`src/fwrm_pkg.sv`:
```
// Package for the queue with running mean: transaction types, request and status codes,
// and the layout of one stored entry. No dependencies.
package fwrm_pkg;

    localparam logic [1:0] REQ_PUSH = 2'd0;
    localparam logic [1:0] REQ_POP  = 2'd1;
    localparam logic [1:0] REQ_TICK = 2'd2;

    localparam logic [1:0] ST_OK         = 2'd0;
    localparam logic [1:0] ST_POP_EMPTY  = 2'd1;
    localparam logic [1:0] ST_PUSH_FULL  = 2'd2;

    localparam int VALUE_W = 16;
    localparam int MEAN_W  = 24;
    localparam int TIME_W  = 32;
    localparam int COUNT_W = 7;
    localparam int FRAC_W  = 8;

    typedef struct packed {
        logic [1:0]                 req_type;
        logic signed [VALUE_W-1:0]  value;
    } t_in_item;

    typedef struct packed {
        logic [1:0]                 status;
        logic signed [VALUE_W-1:0]  popped_value;
        logic [COUNT_W-1:0]         entry_count;
        logic signed [MEAN_W-1:0]   mean_q8;
        logic [TIME_W-1:0]          head_time;
        logic                       head_valid;
    } t_out_item;

    typedef struct packed {
        logic [TIME_W-1:0]          stamp;
        logic signed [VALUE_W-1:0]  value;
    } t_entry;

endpackage

```
`src/fwrm_store.sv`:
```
// Entry store of the queue: one synchronous memory of value and timestamp pairs.
// One write port, one read port with registered data. Depends on fwrm_pkg.
module fwrm_store #(
    parameter int DEPTH = 64,
    parameter int PW    = 6
) (
    input  logic             i_clk,
    input  logic             i_we,
    input  logic [PW-1:0]    i_waddr,
    input  fwrm_pkg::t_entry i_wdata,
    input  logic             i_re,
    input  logic [PW-1:0]    i_raddr,
    output fwrm_pkg::t_entry o_rdata
);

    fwrm_pkg::t_entry r_mem [DEPTH];
    fwrm_pkg::t_entry r_rdata;

    always_ff @(posedge i_clk) begin
        if (i_we) begin
            r_mem[i_waddr] <= i_wdata;
        end
        if (i_re) begin
            r_rdata <= r_mem[i_raddr];
        end
    end

    assign o_rdata = r_rdata;

endmodule

```
`src/fwrm_div.sv`:
```
// Restoring divider for the mean: (sum * 256) / count, truncated toward zero,
// one quotient bit per cycle. Depends on fwrm_pkg.
module fwrm_div #(
    parameter int SW = 23,
    parameter int OW = 7
) (
    input  logic                              i_clk,
    input  logic                              i_rst_n,
    input  logic                              i_start,
    input  logic signed [SW-1:0]              i_sum,
    input  logic [OW-1:0]                     i_count,
    output logic                              o_done,
    output logic signed [fwrm_pkg::MEAN_W-1:0] o_mean
);

    localparam int NUMW = SW + fwrm_pkg::FRAC_W;
    localparam int CW   = $clog2(NUMW);

    logic            r_busy;
    logic            r_done;
    logic [CW-1:0]   r_cnt;
    logic            r_neg;
    logic [NUMW-1:0] r_num;
    logic [OW-1:0]   r_rem;
    logic [OW-1:0]   r_div;

    logic [SW-1:0]   mag;
    logic [OW:0]     rem_sh;
    logic            fits;
    logic [fwrm_pkg::MEAN_W-1:0] quot;

    assign mag    = i_sum[SW-1] ? SW'(-i_sum) : i_sum;
    assign rem_sh = {r_rem, r_num[NUMW-1]};
    assign fits   = rem_sh >= {1'b0, r_div};
    assign quot   = r_num[fwrm_pkg::MEAN_W-1:0];

    always_ff @(posedge i_clk) begin
        if (!i_rst_n) begin
            r_busy <= 1'b0;
            r_done <= 1'b0;
            r_cnt  <= '0;
        end else begin
            r_done <= 1'b0;
            if (i_start) begin
                r_busy <= 1'b1;
                r_cnt  <= '0;
                r_neg  <= i_sum[SW-1];
                r_num  <= {mag, {fwrm_pkg::FRAC_W{1'b0}}};
                r_rem  <= '0;
                r_div  <= i_count;
            end else if (r_busy) begin
                r_rem <= fits ? OW'(rem_sh - {1'b0, r_div}) : rem_sh[OW-1:0];
                r_num <= {r_num[NUMW-2:0], fits};
                r_cnt <= r_cnt + 1'b1;
                if (r_cnt == CW'(NUMW - 1)) begin
                    r_busy <= 1'b0;
                    r_done <= 1'b1;
                end
            end
        end
    end

    assign o_done = r_done;
    assign o_mean = r_neg ? -$signed(quot) : $signed(quot);

endmodule

```
`src/fifo_with_running_mean_unit.sv`:
```
// Top level of the queue with running mean: request sequencer, pointers, running sum
// and output register. Depends on fwrm_pkg, fwrm_store and fwrm_div.
//
// Usage. Requests arrive on the input channel (i_in_valid, o_in_ready, i_in_data) as
// one transaction each: a push of a signed 16-bit value, a pop of the head entry, or
// a one-millisecond tick. Every request yields exactly one result transaction on the
// output channel (o_out_valid, i_out_ready, o_out_data) carrying the status, the
// popped value, the entry count, the mean in signed Q.8 and the head timestamp.
// The block works on one request at a time. A request is accepted in S_IDLE; a pop
// that reads the store passes through S_POP; the head entry is read in S_HEAD; the
// bit-serial divider then works out SUM_W + 8 quotient bits (31 at the default depth
// of 64) in S_DIV; and S_OUT loads the output register. A request that leaves the
// queue empty skips the divider and S_DIV.
// The result sits in an output register, so a stalled receiver does not hold up the
// next request until that request's own result is ready to be written; it then
// waits until the previous result has been taken.
// Reset (synchronous, active low) empties the queue and clears the millisecond
// clock and the running sum; the entry store itself is not cleared, as data from
// unoccupied entries is never used.
module fifo_with_running_mean_unit #(
    parameter int QUEUE_DEPTH = 64
) (
    input  logic                 i_clk,
    input  logic                 i_rst_n,
    input  logic                 i_in_valid,
    output logic                 o_in_ready,
    input  fwrm_pkg::t_in_item   i_in_data,
    output logic                 o_out_valid,
    input  logic                 i_out_ready,
    output fwrm_pkg::t_out_item  o_out_data
);

    // Pointer, occupancy and running sum widths all follow from the depth.
    localparam int PTR_W = (QUEUE_DEPTH > 1) ? $clog2(QUEUE_DEPTH) : 1;
    localparam int OCC_W = $clog2(QUEUE_DEPTH + 1);
    localparam int SUM_W = fwrm_pkg::VALUE_W + OCC_W;

    typedef enum logic [2:0] {
        S_IDLE,
        S_POP,
        S_HEAD,
        S_DIV,
        S_OUT
    } t_state;

    t_state                     r_state;
    logic [PTR_W-1:0]           r_rd_ptr;
    logic [PTR_W-1:0]           r_wr_ptr;
    logic [OCC_W-1:0]           r_occ;
    logic signed [SUM_W-1:0]    r_sum;
    logic [fwrm_pkg::TIME_W-1:0] r_ms_clock;
    logic [1:0]                 r_status;
    logic signed [fwrm_pkg::VALUE_W-1:0] r_popped;
    logic signed [fwrm_pkg::MEAN_W-1:0]  r_mean;
    logic                       r_out_valid;
    fwrm_pkg::t_out_item        r_out_data;

    logic                       in_fire;
    logic                       full;
    logic                       mem_we;
    logic                       mem_re;
    fwrm_pkg::t_entry           mem_wdata;
    fwrm_pkg::t_entry           mem_rdata;
    logic                       div_start;
    logic                       div_done;
    logic signed [fwrm_pkg::MEAN_W-1:0] div_mean;
    logic [PTR_W-1:0]           rd_ptr_next;
    logic [PTR_W-1:0]           wr_ptr_next;

    assign o_in_ready = (r_state == S_IDLE);
    assign in_fire    = i_in_valid && o_in_ready;
    assign full       = r_occ >= OCC_W'(QUEUE_DEPTH);

    // Pointers wrap at the depth, which need not be a power of two.
    assign rd_ptr_next = (r_rd_ptr == PTR_W'(QUEUE_DEPTH - 1)) ? '0 : r_rd_ptr + 1'b1;
    assign wr_ptr_next = (r_wr_ptr == PTR_W'(QUEUE_DEPTH - 1)) ? '0 : r_wr_ptr + 1'b1;

    // A push writes its entry in the cycle it is accepted. A pop reads the head in
    // that same cycle; the head entry after the request is read in S_HEAD, always a
    // later cycle than any write, so no forwarding is needed.
    assign mem_we          = in_fire && (i_in_data.req_type == fwrm_pkg::REQ_PUSH) && !full;
    assign mem_wdata.stamp = r_ms_clock;
    assign mem_wdata.value = i_in_data.value;
    assign mem_re          = (in_fire && (i_in_data.req_type == fwrm_pkg::REQ_POP)
                              && (r_occ != '0)) || (r_state == S_HEAD);

    assign div_start = (r_state == S_HEAD) && (r_occ != '0);

    fwrm_store #(
        .DEPTH (QUEUE_DEPTH),
        .PW    (PTR_W)
    ) u_store (
        .i_clk   (i_clk),
        .i_we    (mem_we),
        .i_waddr (r_wr_ptr),
        .i_wdata (mem_wdata),
        .i_re    (mem_re),
        .i_raddr (r_rd_ptr),
        .o_rdata (mem_rdata)
    );

    fwrm_div #(
        .SW (SUM_W),
        .OW (OCC_W)
    ) u_div (
        .i_clk   (i_clk),
        .i_rst_n (i_rst_n),
        .i_start (div_start),
        .i_sum   (r_sum),
        .i_count (r_occ),
        .o_done  (div_done),
        .o_mean  (div_mean)
    );

    always_ff @(posedge i_clk) begin
        if (!i_rst_n) begin
            r_state     <= S_IDLE;
            r_rd_ptr    <= '0;
            r_wr_ptr    <= '0;
            r_occ       <= '0;
            r_sum       <= '0;
            r_ms_clock  <= '0;
            r_out_valid <= 1'b0;
        end else begin
            // A result taken while the next one is being loaded is replaced in S_OUT.
            if (r_out_valid && i_out_ready && (r_state != S_OUT)) begin
                r_out_valid <= 1'b0;
            end
            case (r_state)
                S_IDLE: begin
                    if (in_fire) begin
                        case (i_in_data.req_type)
                            fwrm_pkg::REQ_PUSH: begin
                                r_popped <= '0;
                                r_state  <= S_HEAD;
                                if (full) begin
                                    r_status <= fwrm_pkg::ST_PUSH_FULL;
                                end else begin
                                    r_status <= fwrm_pkg::ST_OK;
                                    r_wr_ptr <= wr_ptr_next;
                                    r_occ    <= r_occ + 1'b1;
                                    r_sum    <= r_sum + SUM_W'(i_in_data.value);
                                end
                            end
                            fwrm_pkg::REQ_POP: begin
                                if (r_occ == '0) begin
                                    r_status <= fwrm_pkg::ST_POP_EMPTY;
                                    r_popped <= '1;
                                    r_state  <= S_HEAD;
                                end else begin
                                    r_status <= fwrm_pkg::ST_OK;
                                    r_state  <= S_POP;
                                end
                            end
                            fwrm_pkg::REQ_TICK: begin
                                r_status   <= fwrm_pkg::ST_OK;
                                r_popped   <= '0;
                                r_state    <= S_HEAD;
                                r_ms_clock <= r_ms_clock + 1'b1;
                            end
                            default: begin
                                r_status <= fwrm_pkg::ST_OK;
                                r_popped <= '0;
                                r_state  <= S_HEAD;
                            end
                        endcase
                    end
                end
                S_POP: begin
                    // The head read issued at acceptance is now in the read register.
                    r_popped <= mem_rdata.value;
                    r_rd_ptr <= rd_ptr_next;
                    r_occ    <= r_occ - 1'b1;
                    r_sum    <= (r_occ == OCC_W'(1)) ? '0
                                : r_sum - SUM_W'(mem_rdata.value);
                    r_state  <= S_HEAD;
                end
                S_HEAD: begin
                    r_mean  <= '0;
                    r_state <= (r_occ != '0) ? S_DIV : S_OUT;
                end
                S_DIV: begin
                    if (div_done) begin
                        r_mean  <= div_mean;
                        r_state <= S_OUT;
                    end
                end
                S_OUT: begin
                    if (!r_out_valid || i_out_ready) begin
                        r_out_data.status       <= r_status;
                        r_out_data.popped_value <= r_popped;
                        r_out_data.entry_count  <= fwrm_pkg::COUNT_W'(r_occ);
                        r_out_data.mean_q8      <= r_mean;
                        r_out_data.head_time    <= (r_occ != '0) ? mem_rdata.stamp : '0;
                        r_out_data.head_valid   <= (r_occ != '0);
                        r_out_valid             <= 1'b1;
                        r_state                 <= S_IDLE;
                    end
                end
                default: begin
                    r_state <= S_IDLE;
                end
            endcase
        end
    end

    assign o_out_valid = r_out_valid;
    assign o_out_data  = r_out_data;

endmodule

```
`config.mk`:
```
export PLATFORM = sky130hd
export DESIGN_NAME = fifo_with_running_mean_unit
export DESIGN_NICKNAME = d
export VERILOG_FILES = /design/src/fwrm_pkg.sv /design/src/fwrm_store.sv /design/src/fwrm_div.sv /design/src/fifo_with_running_mean_unit.sv
export SDC_FILE = /design/constraint.sdc
export NUM_CORES = 2
export LEC_CHECK = 0
export BUFFER_PORTS_ARGS = -buffer_cell sky130_fd_sc_hd__buf_2
export CORE_MARGIN = 5
export CORE_UTILIZATION = 45
export CTS_BUF_LIST = sky130_fd_sc_hd__clkbuf_8
export CTS_CLUSTER_SIZE = 30
export DETAILED_ROUTE_END_ITERATION = 8
export PLACE_DENSITY = 0.57
export SLEW_MARGIN = 25
export SYNTH_ARGS = -nofsm -noshare
export SYNTH_HDL_FRONTEND = slang
export SYNTH_HIERARCHICAL = 1
export SYNTH_SLANG_ARGS = --single-unit
```
`constraint.sdc`:
```
create_clock -name i_clk -period 12.39 [get_ports i_clk]
set_input_delay 1.239 -clock i_clk [delete_from_list [all_inputs] [get_ports i_clk]]
set_output_delay 1.239 -clock i_clk [all_outputs]
set_load 0.03 [all_outputs]
```
==> impl_metrics.json <==
{
  "r2r_setup_slack_ns": 7.04,
  "place_area_um2": 137000,
  "synthTopCellsByArea": "edfxtp_1 (75%), mux4_2 (13%), dfxtp_1 (1.3%)",
  "viasPerCell": 6.12,
  "crit_type": "reg2reg",
  "hold_depth": 0,
  "grt_pass1_vias": 67400,
  "fill_cells": 23300,
  "grt-ovfl-total": 0,
  "clock_path_buffers": 4,
  "detail-route-antenna-nets": 0,
  "max_freq_mhz": 187,
  "seq_power_share_pct": 56.1,
  "sequential_cell_area_um2": 101000,
  "nets": 6874,
  "yosysMostFrequentCell": "edfxtp_1",
  "grt_util_all_layers_pct": 24.2,
  "wl_per_cell_um": 33.3,
  "clk_pin_slew_ns": 0.06,
  "ys_seq_elements": 3375,
  "yosysTopAreaCell": "edfxtp_1",
  "endpoint_kind": "flop",
  "path_delay_family": "buffers and inverters",
  "cts_hold_buf": 0,
  "synth_cells": 6252,
  "worst_skew_pair.late_latency_ns": 1.16,
  "totalWireLength_mm": 371,
  "htreeDepth": 6,
  "setup_viol": 0,
  "syn_area_per_cell_um2": 21.0,
  "ys_seq_area_share_pct": 76.7,
  "syn2layout_area_growth_pct": 12.4,
  "post-route-period-util_pct": 43.2,
  "required_ns": 13.19,
  "hpwl_mm": 218,
  "startpoint": "r_rd_ptr[0]",
  "leakage_nw": 48.7,
  "p_comb_share_pct": 4.4,
  "portBuffers": 105,
  "syn-num-nets": 6339,
  "pwr-share-clk_pct": 39.5,
  "syn_area_um2": 131000,
  "finalMaxSlewViolations": 0,
  "dieArea_um2": 302000,
  "rsz0062_at_grt": "no",
  "multiInputGateArea_um2": 29200,
  "core_um2": 290000,
  "drc_errors": 0,
  "stdcell_area_um2": 147000,
  "synth_top_flop_cell": "edfxtp_1",
  "crit_slowest_cell": "dfxtp_4",
  "vdd.ir_drop.worst_v": 0.000103,
  "crit_path_cell_trace": "buf_12 -> buf_4 -> buf_4 -> mux4_2 -> a22o_1 -> a221oi_1 -> a221oi_1",
  "postCtsSetupBuffers": 0,
  "switching_share_pct": 23.4,
  "synth_edf_count": 3290,
  "grt_pass1_wl_mm": 518,
  "skew_ns": 0.0639,
  "start_util_pct": 45.1,
  "numCtsBuffers": 560,
  "cts_sinks": 3375,
  "detail_route.iter0.violations": 8625,
  "io_pins": 106,
  "drive_gt1_share_pct": 26.4,
  "hold_path.class": "reg2reg",
  "hold_viol_final": 0,
  "r2r_end": "u_store/o_rdata[10]",
  "netlist.area_leader.share_pct": 75.4,
  "antenna_found_initial": 27,
  "maxCapViolCount": 0,
  "critPathMaxFanout": 112,
  "die_w_um": 550,
  "r2r-start": "r_rd_ptr[0]",
  "switching_power_w": 0.00530,
  "finalCriticalPeriod_ns": 5.35,
  "cts_resized": 0,
  "intPower_w": 0.0173,
  "min_from": "r_status[1]",
  "tightestPinTransition_ns": 1.17,
  "vias": 68100,
  "setup_tns_ns": 0,
  "netlist-cell-type-count": 84,
  "cpPeakStageDelay_ns": 0.92,
  "async_flop_share_pct": 0,
  "synth_warnings": 6,
  "crit_buf_inv": 3,
  "grt_max_degree": 120,
  "arrival_ns": 6.16,
  "fp-row-count": 198,
  "cts-root-buf": "clkbuf_8",
  "cts_tree": "yes",
  "synth_commonest_cells": "edfxtp_1 (3,290), mux4_2 (754), nor2_1 (252), a21oi_1 (158), nand2_1 (132)",
  "cp-start-kind": "flop",
  "gp_congestion": 0.809,
  "die_h_um": 550,
  "status": "finished clean",
  "r2r_cells": 7,
  "hold_end": "o_out_data[81]",
  "slew_headroom_pct": 21.7,
  "drt_first_pass_iters": 5,
  "p_per_area_nw_per_um2": 154
}
## power groups by stage
stage	logic, W	clock network (W)	registers (W)
CTS	0.00101	0.00915	0.0127
global route	0.00108	0.00969	0.0127
floorplan	0.000648	0	0.0128
detailed placement	0.00100	0	0.0129
global placement	0.000988	0	0.0129
finish	0.00100	0.00894	0.0127
## how the worst max path moves through the flow
stage | to | slack (ns) | cells past startpoint
floorplan | u_store/r_mem[48][0] | 5.92 | 6
global placement | u_store/r_mem[6][15] | 6.45 | 10
detailed placement | u_store/r_mem[46][44] | 6.71 | 10
CTS | u_store/o_rdata[10] | 6.85 | 7
global route | u_store/o_rdata[10] | 6.64 | 7
finish | u_store/o_rdata[10] | 7.04 | 7
## cells by family (layout without fill, tap and decap cells)
group	after synthesis	after routing	synth area share (%)
xor gates and xnor gates	115	115	0.769
adders and majority gates	65	65	0.638
buffers and inverters	383	1336	1.47
muxes	836	836	13.6
AOI/OAI and AO/OA	790	790	4.24
and+or+nand+nor	688	688	2.59
other	0	19	0
DFF	3375	3375	76.7
## sequential cells by signal, summed over array words and instances (netlist names)
name             flops
r_sum               23
u_div/r_div          7
r_rd_ptr             6
r_state              3
o_out_valid          1
r_occ                7
o_out_data          82
r_mean              24
r_popped            16
u_div/r_busy         1
u_div/r_rem          7
u_div/r_cnt          5
u_store/r_mem     3072
r_ms_clock          32
u_div/o_done         1
r_wr_ptr             6
u_div/r_neg          1
r_status             2
u_store/o_rdata     48
u_div/r_num         31
## layer usage
layer	wire length, µm	track usage [%]	part of all wire [%]	vias to the layer above
met5	23	0	0.0062	-
met4	10200	6.98	2.7	4
met3	34400	5.06	9.3	493
met1	156000	36.1	42	36600
met2	170000	36.4	46	3445
li1	-	-	-	27500
## area by class of cell
type                            count  area share, %
Tap cell                         3900           3.31
Clock inverter                    415           1.54
Sequential cell                  3375           68.3
Multi-Input combinational cell   2494           19.8
Antenna cell                       19         0.0323
Inverter                           53          0.136
Clock buffer                      565           5.28
Timing Repair Buffer              303           1.58
## per-stage QoR
step                      hold slack [ns]  std cells  power, W  utilization (%)  setup slack (ns)
after floorplan                     0.400       6252    0.0135                -              5.92
after global placement              0.405      10100    0.0139             47.1              6.45
after detailed placement            0.405      10100    0.0139             47.2              6.71
after CTS                           0.320      11100    0.0228             50.7              6.85
after global routing                0.416      11100    0.0235             50.7              6.64
final                               0.417      11100    0.0226             50.7              7.04
## cell usage in the layout, fill, tap and decap left out, drive strengths merged, types with 45 or more instances in the layout
| cell type | synthesis | routed |
|---|---|---|
| mux2i | 69 | 69 |
| xnor2 | 61 | 61 |
| a22o | 58 | 58 |
| nand2 | 132 | 132 |
| o22ai | 125 | 125 |
| buf | 197 | 302 |
| ha | 62 | 62 |
| nor2 | 253 | 253 |
| a21oi | 158 | 158 |
| clkbuf | 133 | 566 |
| a221oi | 92 | 92 |
| o21ai | 66 | 66 |
| mux4 | 754 | 754 |
| clkinv | 0 | 176 |
| a211oi | 45 | 45 |
| xor2 | 54 | 54 |
| dfxtp | 85 | 85 |
| a22oi | 73 | 73 |
| edfxtp | 3290 | 3290 |
| inv | 53 | 277 |
No activity file was read; power rests on OpenSTA's default activity.
